### config.mk
export PLATFORM = sky130hd
export DESIGN_NAME = knn_dist
export DESIGN_NICKNAME = d
export VERILOG_FILES = /design/src/rtl/knn_pkg.sv /design/src/rtl/knn_ram.sv /design/src/rtl/knn_dist.sv
export SDC_FILE = /design/constraint.sdc
export NUM_CORES = 2
export LEC_CHECK = 0
export BUFFER_PORTS_ARGS = -buffer_cell sky130_fd_sc_hd__buf_2
export CORE_ASPECT_RATIO = 1.25
export CORE_MARGIN = 2
export CORE_UTILIZATION = 60
export DETAILED_ROUTE_END_ITERATION = 10
export PLACE_DENSITY = 0.76
export SYNTH_ARGS = -nofsm -noshare
export SYNTH_HDL_FRONTEND = slang
export SYNTH_SLANG_ARGS = --single-unit
### constraint.sdc
create_clock -name clock -period 9 [get_ports clock]
set_input_delay 0.45 -clock clock [delete_from_list [all_inputs] [get_ports clock]]
set_output_delay 0.45 -clock clock [all_outputs]
set_load 0.1 [all_outputs]
### src/rtl/knn_pkg.sv
// shared types and constants for the knn top-k search core
package knn_pkg;

   localparam int MAX_DIMENSION_DEF = 128;
   localparam int MAX_NEIGHBORS_DEF = 16;

   localparam int ELEM_W  = 16;
   localparam int ID_W    = 31;
   localparam int DIST_W  = 39;
   localparam int SQ_W    = 32;
   localparam int DIM_W   = 8;
   localparam int NBR_W   = 5;
   localparam int RANK_W  = 4;
   localparam int CSR_W   = 31;
   localparam int CSR_IDX_W = 2;

   localparam logic [DIST_W-1:0] DIST_MAX = '1;

   localparam logic KIND_QUERY = 1'b0;
   localparam logic KIND_BASE  = 1'b1;

   typedef enum logic [CSR_IDX_W-1:0] {
      CSR_BASE_ID   = 2'd0,
      CSR_DIMENSION = 2'd1,
      CSR_NEIGHBORS = 2'd2
   } knn_csr_type;

   // finished vector (or end of search) handed to the top-k list
   typedef struct packed {
      logic              valid;
      logic              insert;
      logic              last;
      logic [DIST_W-1:0] dist_sq;
      logic [ID_W-1:0]   id;
   } knn_pair_type;

endpackage

### src/rtl/knn_ram.sv
// generic single-write, single-read ram with registered read data
module knn_ram #(
   parameter int WIDTH = 16,
   parameter int DEPTH = 128
) (
   input  logic                                   clock,
   input  logic                                   wr_en,
   input  logic [((DEPTH > 1) ? $clog2(DEPTH) : 1)-1:0] wr_addr,
   input  logic [WIDTH-1:0]                       wr_data,
   input  logic                                   rd_en,
   input  logic [((DEPTH > 1) ? $clog2(DEPTH) : 1)-1:0] rd_addr,
   output logic [WIDTH-1:0]                       rd_data
);

   logic [WIDTH-1:0] mem_ff [DEPTH];
   logic [WIDTH-1:0] rd_data_ff;

   always_ff @(posedge clock) begin
      if (wr_en) begin
         mem_ff[wr_addr] <= wr_data;
      end
      if (rd_en) begin
         rd_data_ff <= mem_ff[rd_addr];
      end
   end

   assign rd_data = rd_data_ff;

endmodule

### src/rtl/knn_dist.sv
// element position, query store and squared distance accumulation
module knn_dist
   import knn_pkg::*;
#(
   parameter int MAX_DIMENSION = MAX_DIMENSION_DEF
) (
   input  logic                     clock,
   input  logic                     reset,
   input  logic                     advance,
   input  logic                     in_valid,
   input  logic                     in_kind,
   input  logic signed [ELEM_W-1:0] in_element,
   input  logic                     in_last,
   input  logic [ID_W-1:0]          base_id,
   input  logic [DIM_W-1:0]         dimension,
   output knn_pair_type             pair
);

   localparam int PW = (MAX_DIMENSION > 1) ? $clog2(MAX_DIMENSION) : 1;

   logic            accept;
   logic [PW-1:0]   dim_m1;
   logic [PW-1:0]   pos_ff, pos_in, pos_cur;
   logic            vec_end;
   logic [ELEM_W-1:0] query_rd;

   // stage 1
   logic              s1_valid_ff, s1_kind_ff, s1_last_ff, s1_end_ff;
   logic [ELEM_W-1:0] s1_elem_ff;
   logic signed [ELEM_W:0]       diff;
   logic signed [2*ELEM_W+1:0]   prod;

   // stage 2
   logic              s2_valid_ff, s2_kind_ff, s2_last_ff, s2_end_ff;
   logic [SQ_W-1:0]   s2_sq_ff;
   logic [DIST_W-1:0] acc_ff, acc_in, acc_sat;
   logic [DIST_W:0]   acc_sum;
   logic [ID_W-1:0]   vcount_ff, vcount_in;
   logic              s2_base;
   knn_pair_type      pair_ff, pair_in;

   assign accept = in_valid && advance;

   always_comb begin
      if (dimension == '0) begin
         dim_m1 = '0;
      end else if (32'(dimension) > 32'(MAX_DIMENSION)) begin
         dim_m1 = PW'(MAX_DIMENSION - 1);
      end else begin
         dim_m1 = PW'(dimension - DIM_W'(1));
      end
   end

   assign pos_cur = (pos_ff > dim_m1) ? dim_m1 : pos_ff;
   assign vec_end = (pos_cur == dim_m1);

   always_comb begin
      pos_in = pos_ff;
      if (accept) begin
         if ((in_kind == KIND_BASE && in_last) || vec_end) begin
            pos_in = '0;
         end else begin
            pos_in = pos_cur + PW'(1);
         end
      end
   end

   knn_ram #(
      .WIDTH (ELEM_W),
      .DEPTH (MAX_DIMENSION)
   ) u_query_ram (
      .clock   (clock),
      .wr_en   (accept && in_kind == KIND_QUERY),
      .wr_addr (pos_cur),
      .wr_data (in_element),
      .rd_en   (accept && in_kind == KIND_BASE),
      .rd_addr (pos_cur),
      .rd_data (query_rd)
   );

   // stage 1: difference and square
   assign diff = $signed({query_rd[ELEM_W-1], query_rd})
               - $signed({s1_elem_ff[ELEM_W-1], s1_elem_ff});
   assign prod = diff * diff;

   // stage 2: saturating accumulate, id assignment
   assign s2_base = (s2_kind_ff == KIND_BASE);
   assign acc_sum = {1'b0, acc_ff} + (DIST_W + 1)'(s2_sq_ff);
   assign acc_sat = (acc_sum > {1'b0, DIST_MAX}) ? DIST_MAX : acc_sum[DIST_W-1:0];

   always_comb begin
      acc_in    = acc_ff;
      vcount_in = vcount_ff;
      pair_in   = pair_ff;
      pair_in.valid = 1'b0;
      if (s2_valid_ff) begin
         if (!s2_base) begin
            acc_in = '0;
         end else begin
            acc_in = (s2_end_ff || s2_last_ff) ? '0 : acc_sat;
            if (s2_end_ff) begin
               vcount_in = vcount_ff + ID_W'(1);
            end
            if (s2_last_ff) begin
               vcount_in = '0;
            end
            pair_in.valid   = s2_end_ff || s2_last_ff;
            pair_in.insert  = s2_end_ff;
            pair_in.last    = s2_last_ff;
            pair_in.dist_sq = acc_sat;
            pair_in.id      = base_id + vcount_ff;
         end
      end
   end

   always_ff @(posedge clock) begin
      if (reset) begin
         pos_ff      <= '0;
         s1_valid_ff <= 1'b0;
         s2_valid_ff <= 1'b0;
         acc_ff      <= '0;
         vcount_ff   <= '0;
         pair_ff     <= '0;
      end else if (advance) begin
         pos_ff      <= pos_in;
         s1_valid_ff <= accept;
         s2_valid_ff <= s1_valid_ff;
         acc_ff      <= acc_in;
         vcount_ff   <= vcount_in;
         pair_ff     <= pair_in;
      end
   end

   always_ff @(posedge clock) begin
      if (advance) begin
         s1_kind_ff <= in_kind;
         s1_last_ff <= in_last;
         s1_end_ff  <= vec_end;
         s1_elem_ff <= in_element;
         s2_kind_ff <= s1_kind_ff;
         s2_last_ff <= s1_last_ff;
         s2_end_ff  <= s1_end_ff;
         s2_sq_ff   <= prod[SQ_W-1:0];
      end
   end

   assign pair = pair_ff;

   a_last_clears_pos: assert property (@(posedge clock) disable iff (reset)
      accept && in_kind == KIND_BASE && in_last |=> pos_ff == '0)
      else $error("position not cleared after end of search");

   a_pos_in_range: assert property (@(posedge clock) disable iff (reset)
      accept |=> pos_ff <= PW'(MAX_DIMENSION - 1))
      else $error("element position beyond query store");

endmodule

After elaboration in Yosys (flattened, before gate mapping) --
Memories as Yosys holds them, arrays and structs flattened. A register that Yosys moved wholly into a read port is not among the register bits. Cells that the tools add are included.
Word-level totals: flip-flop bits (word level) 206, bits in latches 0, RAM bits 2048, memory bits (read-only) 0, memories 1
Memories:
- u_query_ram.mem_ff | words 128, bits a word 16, read ports 1, clocked after memory_dff 1, wr ports 1, RTL line knn_ram.sv:15 | logic [WIDTH-1:0] mem_ff [DEPTH];
Operators by class: $add $sub $neg 6, $mul 1, divide/modulo/power cells 0, order comparisons 3, eq/ne operators 1, shift operators 0, mux-type cells 13, bitwise logic cells 1, reduce and logical (&&, ||, !) cells 12
Operators with widths (number):
- $mux W73 | 2
- $mux W39 | 3
- $mux W31 | 2
- $add A39 B32 Y40 | 1
- $gt A40 B39 Y1 const B | 1
- $mul A17 B17 Y32 | 1
- $add A31 B1 Y31 const B | 1
- $add A31 B31 Y31 | 1
- $mux W7 | 4
- $sub A16 B16 Y17 | 1
- $gt A8 B8 Y1 const B | 1
- $logic_not A8 Y1 | 1
- $add A7 B1 Y7 const B | 1
- $eq A7 B7 Y1 | 1
- $gt A7 B7 Y1 | 1
- $sub A7 B1 Y7 const B | 1
- $logic_and A1 B1 Y1 | 4
- $reduce_and A2 Y1 | 2
- $reduce_and A4 Y1 | 1
- $reduce_and A3 Y1 | 1
- $logic_or A1 B1 Y1 | 2
- $mux W1 | 2
- $reduce_bool A2 Y1 | 1
- $not A1 Y1 | 1

Depth between registers and ports, before layout --
depth after elaboration 8, depth in mapped cells 35, mapped depth without buffers 35

By module --
From an unflattened synthesis, not the netlist that was laid out.
Second synthesis, totals: cells, all modules 5550, area, all modules 100299.9 um^2
Modules (own cells, without submodules):
- knn_ram | instances 1, cells each 3086, area each 78683.0 um^2, sequential area each 61979.4 um^2
- knn_dist | instances 1, cells each 2464, area each 21617.0 um^2, sequential area each 4634.4 um^2

Worst setup path before layout --
Ideal clock, no wire load.
path kind reg-to-reg, start reg s1_elem_ff[1], end reg s2_sq_ff[30], data pin, library setup time 0.266 ns, data arrival time 7.926 ns, data required time 8.734 ns, path slack 0.808 ns, cell stages (with the launch flop) 36, path buffers 1, period minus slack after synthesis 8.192 ns, path through edfxtp_1 > inv_1 > ha_1 > nor2b_1 > o21ai_0 > nand2b_1 > a21o_1 > a31o_2 > a311oi_1 > o31ai_1 > a2111oi_0 > nor3_1 > clkbuf_1 > nand2b_1 > fa_1 > inv_1 > fa_1 > inv_1 > fa_1 > inv_1 > fa_1 > fa_1 > inv_1 > fa_1 > inv_1 > ha_1 > o21a_1 > nor2_1 > a211oi_1 > a211oi_1 > o2111ai_1 > a31oi_1 > nor2b_1 > o21a_1 > o41ai_1 > xnor2_1
On the way: cells in the longest elaborated chain, start to end 2
RTL lines:
- start, declared | RTL line knn_dist.sv:29 | logic [ELEM_W-1:0] s1_elem_ff;
- start signal, assigned | RTL line knn_dist.sv:139 | s1_elem_ff <= in_element;
- $sub A16 B16 Y17 | RTL line knn_dist.sv:83 | - $signed({s1_elem_ff[ELEM_W-1], s1_elem_ff});
- $mul A17 B17 Y32 | RTL line knn_dist.sv:84 | assign prod = diff * diff;
- net prod[30] | RTL line knn_dist.sv:31 | logic signed [2*ELEM_W+1:0] prod;
- end signal, assigned | RTL line knn_dist.sv:143 | s2_sq_ff <= prod[SQ_W-1:0];
- end, declared | RTL line knn_dist.sv:35 | logic [SQ_W-1:0] s2_sq_ff;
The timed path passes the listed nets, and every way through them passes these cells. A chain may end at the register's enable or synchronous reset.

Worst setup path in the final report --
Ends and elaborated chain as after synthesis.

==> key figures <==
Run status
  – Status: finished with violations
  – Violated checks: max-capacitance violations, max-slew violations

Worst setup path
  – Data required, critical path: 9.58 ns
  – Most used cell along the critical path: fa_1
  – Arr. time, crit path: 9.17 ns
  – Setup CP Type: flip-flop to flip-flop
  – Crit-path max cell delay: 0.55 ns
  – Critical Path End Type: flip-flop
  – Crit-path max FO: 5
  – Crit-path slowest cell: fa_1
  – Critical path launch point type: flip-flop

Global route
  – Largest net degree at the start of global routing: 105
  – First-pass GRT wire length: 389 mm
  – Met3 usage: 6.64%
  – Met2 Usage GRT: 52.9%
  – GRT busiest layer: met2
  – Total grt overflow: 0
  – Total track usage: between 30% and 40%
  – Met1 track demand over resource: 40.5%
  – Vias in the first global route: 59,430
  – Initial antenna violation count: 17

Floorplan
  – I/O Pins: 134
  – Initial Util: 60.4%
  – Die Y: 450 µm
  – Die Span X: 361 µm
  – Core footprint: 158,000 µm²
  – Row count: approximately 160
  – Full die area: 162,000 µm²

Finish
  – Layout cells sized above 1: 11.2%
  – # nets final: 7,060
  – Filler cells: 10,260
  – Core Util, Final: 67.4%
  – Area Overhead vs Synth: 11.4%

Synthesis
  – Leading area contributor after synthesis: edfxtp_1
  – Cell area after synthesis: 95,500 µm²
  – Top cell type's share of synthesized area: 66.5%
  – Syn. warnings: 0
  – Seq/Total Area, Yosys: 69.7%
  – Post-Syn Area per Cell: 15.2 µm²
  – Post-synth ARST share: 0%
  – #FFs+latches synth: between 2,000 and 2,500
  – Post-synthesis cell count: 6,276
  – Post-synth EDFFs: between 2,000 and 2,500
  – Synth top cells by count: edfxtp_1, a22oi_1, nor2_1
  – Ys flop type: edfxtp_1
  – Post-synthesis net count: between 6,000 and 7,000
  – Dominant cell by count in the synthesized netlist: edfxtp_1
  – Synth top area cells: edfxtp_1, fa_1, a22oi_1
  – Number of distinct library cells after synthesis: 85

STA
  – Hold Fails Final Rpt: 0
  – Slew Viols, Final: 2
  – Final setup skew: 0.0356 ns
  – Final min period: 8.59 ns
  – FMAX: 0.116 GHz
  – Hold WS: 0.0705 ns
  – Slew margin rel.: -1.24%
  – Final setup viols: 0
  – Unrepaired setup endpoints after global routing: false
  – TNS Setup: 0 ns
  – Tcrit/Tclk final: 95.4%
  – Worst-Margin Slew: around 1.5 ns

Worst hold path
  – HP Class: input port to flip-flop

Power
  – Sw Share: 39.9%
  – VDD IR max: 0.00199 V
  – Comb pwr share: 54.0%
  – Internal power: around 28 mW
  – Reported net switching power: 18.3 mW
  – Lkg Pwr: 36.2 nW
  – Share of power burned in registers: 28.2%
  – Pwr dens: 430 nW/µm²
  – Clock network power share: 17.8%

Detailed routing
  – Total Wirelength: roughly 270 mm
  – Vias: 60,120
  – DR WL/cell: 30.2 µm
  – Residual DRC: 0
  – ANT nets after route: 0
  – Initial DRC Count: 8,541
  – Drt pass-1 iters: 8
  – Average via count per standard cell: 6.82

Place
  – Post-DP HPWL: 164 mm
  – GPL Wtd Cong: between 0.9 and 1
  – Port Buf Inserts: 133

Clocking
  – Clock sinks: between 2,000 and 2,500
  – CTS tree: built
  – Worst skew pair latency: between 0.8 and 0.9 ns
  – TritonCTS Buffers: 201
  – Clock Path Buffers: 3
  – H-tree level count: 4
  – Clock transition at path regs: around 0.070 ns
  – CTS root buf: clkbuf_16

Job
  – MaxCap Viol Count: 1
==> layout make-up <==
class / count / area (µm²) / area share (%)
repair buffers: 445 / 3420 / 3.21
diodes: 11 / 27.5 / 0.0259
flip-flops and latches: 2269 / 66600 / 62.6
inverters: 395 / 1480 / 1.39
clock buffers: 266 / 5330 / 5.00
clock inverters: 104 / 851 / 0.799
well taps: 2062 / 2580 / 2.42
multi-input cells: 3261 / 26200 / 24.6
==> kinds of logic (layout without fill, tap and decap cells) <==
logic type,count (synthesis),after routing,share of synthesized area [%]
buf+inv,746,1210,3.14
mux,11,11,0.115
xor+xnor,142,142,1.30
flops,2269,2269,69.7
other cells,0,11,0
fa+ha+maj,427,427,7.63
simple gates,891,891,4.20
compound gates,1790,1790,13.9
==> flip-flops by register name (all words and copies together), names as in the netlist, 7 cells and up <==
signal / flops
s1_elem_ff: 16
pair: 73
vcount_ff: 31
acc_ff: 39
u_query_ram.mem_ff: 2048
s2_sq_ff: 31
u_query_ram.rd_data: 16
pos_ff: 7
==> power groups by stage <==
stage / combinational, mW / clock (mW) / sequential, mW
final: 24.7 / 8.17 / 12.9
after global routing: 27.3 / 8.59 / 12.9
after CTS: 24.5 / 8.19 / 12.9
after detailed placement: 24.4 / 0 / 13.2
after global placement: 23.7 / 0 / 13.2
after floorplan: 17.4 / 0 / 13.2
==> timing repair <==
| action | CTS | global route |
|---|---|---|
| resized for setup | 0 | 9 |
| setup buffers | 0 | 4 |
| hold buffers | 3 | 0 |
| endpoints found under the hold margin | 21 | 0 |
| setup endpoints to repair | 0 | 4 |
==> per-stage QoR <==
| step | cell area [µm²] | power (mW) | setup WS [ns] | instances |
|---|---|---|---|---|
| global placement | 100000 | 36.9 | 0.233 | 8424 |
| floorplan | 95500 | 30.6 | 0.808 | 6276 |
| CTS | 106000 | 45.7 | 0.0950 | 8797 |
| finish | 106000 | 45.8 | 0.411 | 8813 |
| global route | 106000 | 48.8 | 0.0129 | 8803 |
| detailed placement | 100000 | 37.6 | 0.143 | 8424 |
==> placed cells by master (no fill, tap or decap), types with 10 or more instances in the layout <==
master | Yosys | layout
nor4_1 | 35 | 33
a31oi_1 | 261 | 260
a22oi_1 | 523 | 523
o211ai_1 | 10 | 10
inv_1 | 385 | 384
or3_1 | 31 | 31
nand3_1 | 56 | 55
ha_1 | 167 | 167
clkbuf_1 | 145 | 62
fa_1 | 259 | 259
buf_4 | 2 | 297
o21ai_0 | 88 | 86
xor2_1 | 55 | 54
a21o_1 | 34 | 34
a221oi_1 | 255 | 255
o21a_1 | 17 | 17
edfxtp_1 | 2117 | 2117
a211oi_1 | 16 | 16
clkinv_1 | 5 | 55
and3_1 | 15 | 14
clkbuf_16 | 0 | 203
nor2_1 | 386 | 384
xnor2_1 | 87 | 87
a22o_1 | 254 | 254
o2111ai_1 | 13 | 13
o31ai_1 | 16 | 16
diode_2 | 0 | 11
clkinv_2 | 0 | 23
dfxtp_1 | 152 | 152
a311oi_1 | 29 | 28
nor2b_1 | 17 | 17
nand2_1 | 210 | 207
buf_2 | 149 | 116
nor3_1 | 53 | 52
a21oi_1 | 183 | 183
nand2b_1 | 19 | 19
buf_12 | 0 | 29
nand4_1 | 24 | 24
==> critical path, delay by kind of cell (launching register included) <==
| family | cells | cell delay (ns) |
|---|---|---|
| buffers and inverters | 7 | 0.61 |
| adders and majority gates | 8 | 3.55 |
| DFF | 1 | 0.41 |
| xor gates and xnor gates | 2 | 0.48 |
| and+or+nand+nor | 4 | 0.45 |
| AOI/OAI and AO/OA | 13 | 2.80 |
==> metal layers <==
metal,vias up,routed length [µm]
met4,14,18600
met1,29961,90600
li1,25229,-
met5,-,92
met3,775,28600
met2,4141,128000
==> worst paths after layout <==
check,slack (ns),start,end,cells after the start
worst max-delay path,0.41,s1_elem_ff[1]$_DFFE_PP_,s2_sq_ff[30]$_DFFE_PP_,34
worst min-delay path,0.07,in_element[12],u_query_ram.mem_ff[63][12]$_DFFE_PP_,1
worst max register to register,0.41,s1_elem_ff[1]$_DFFE_PP_,s2_sq_ff[30]$_DFFE_PP_,34
worst min register to register,0.42,s1_kind_ff$_DFFE_PP_,s2_base$_DFFE_PP_,0
Power figures use the tool's default switching activity.
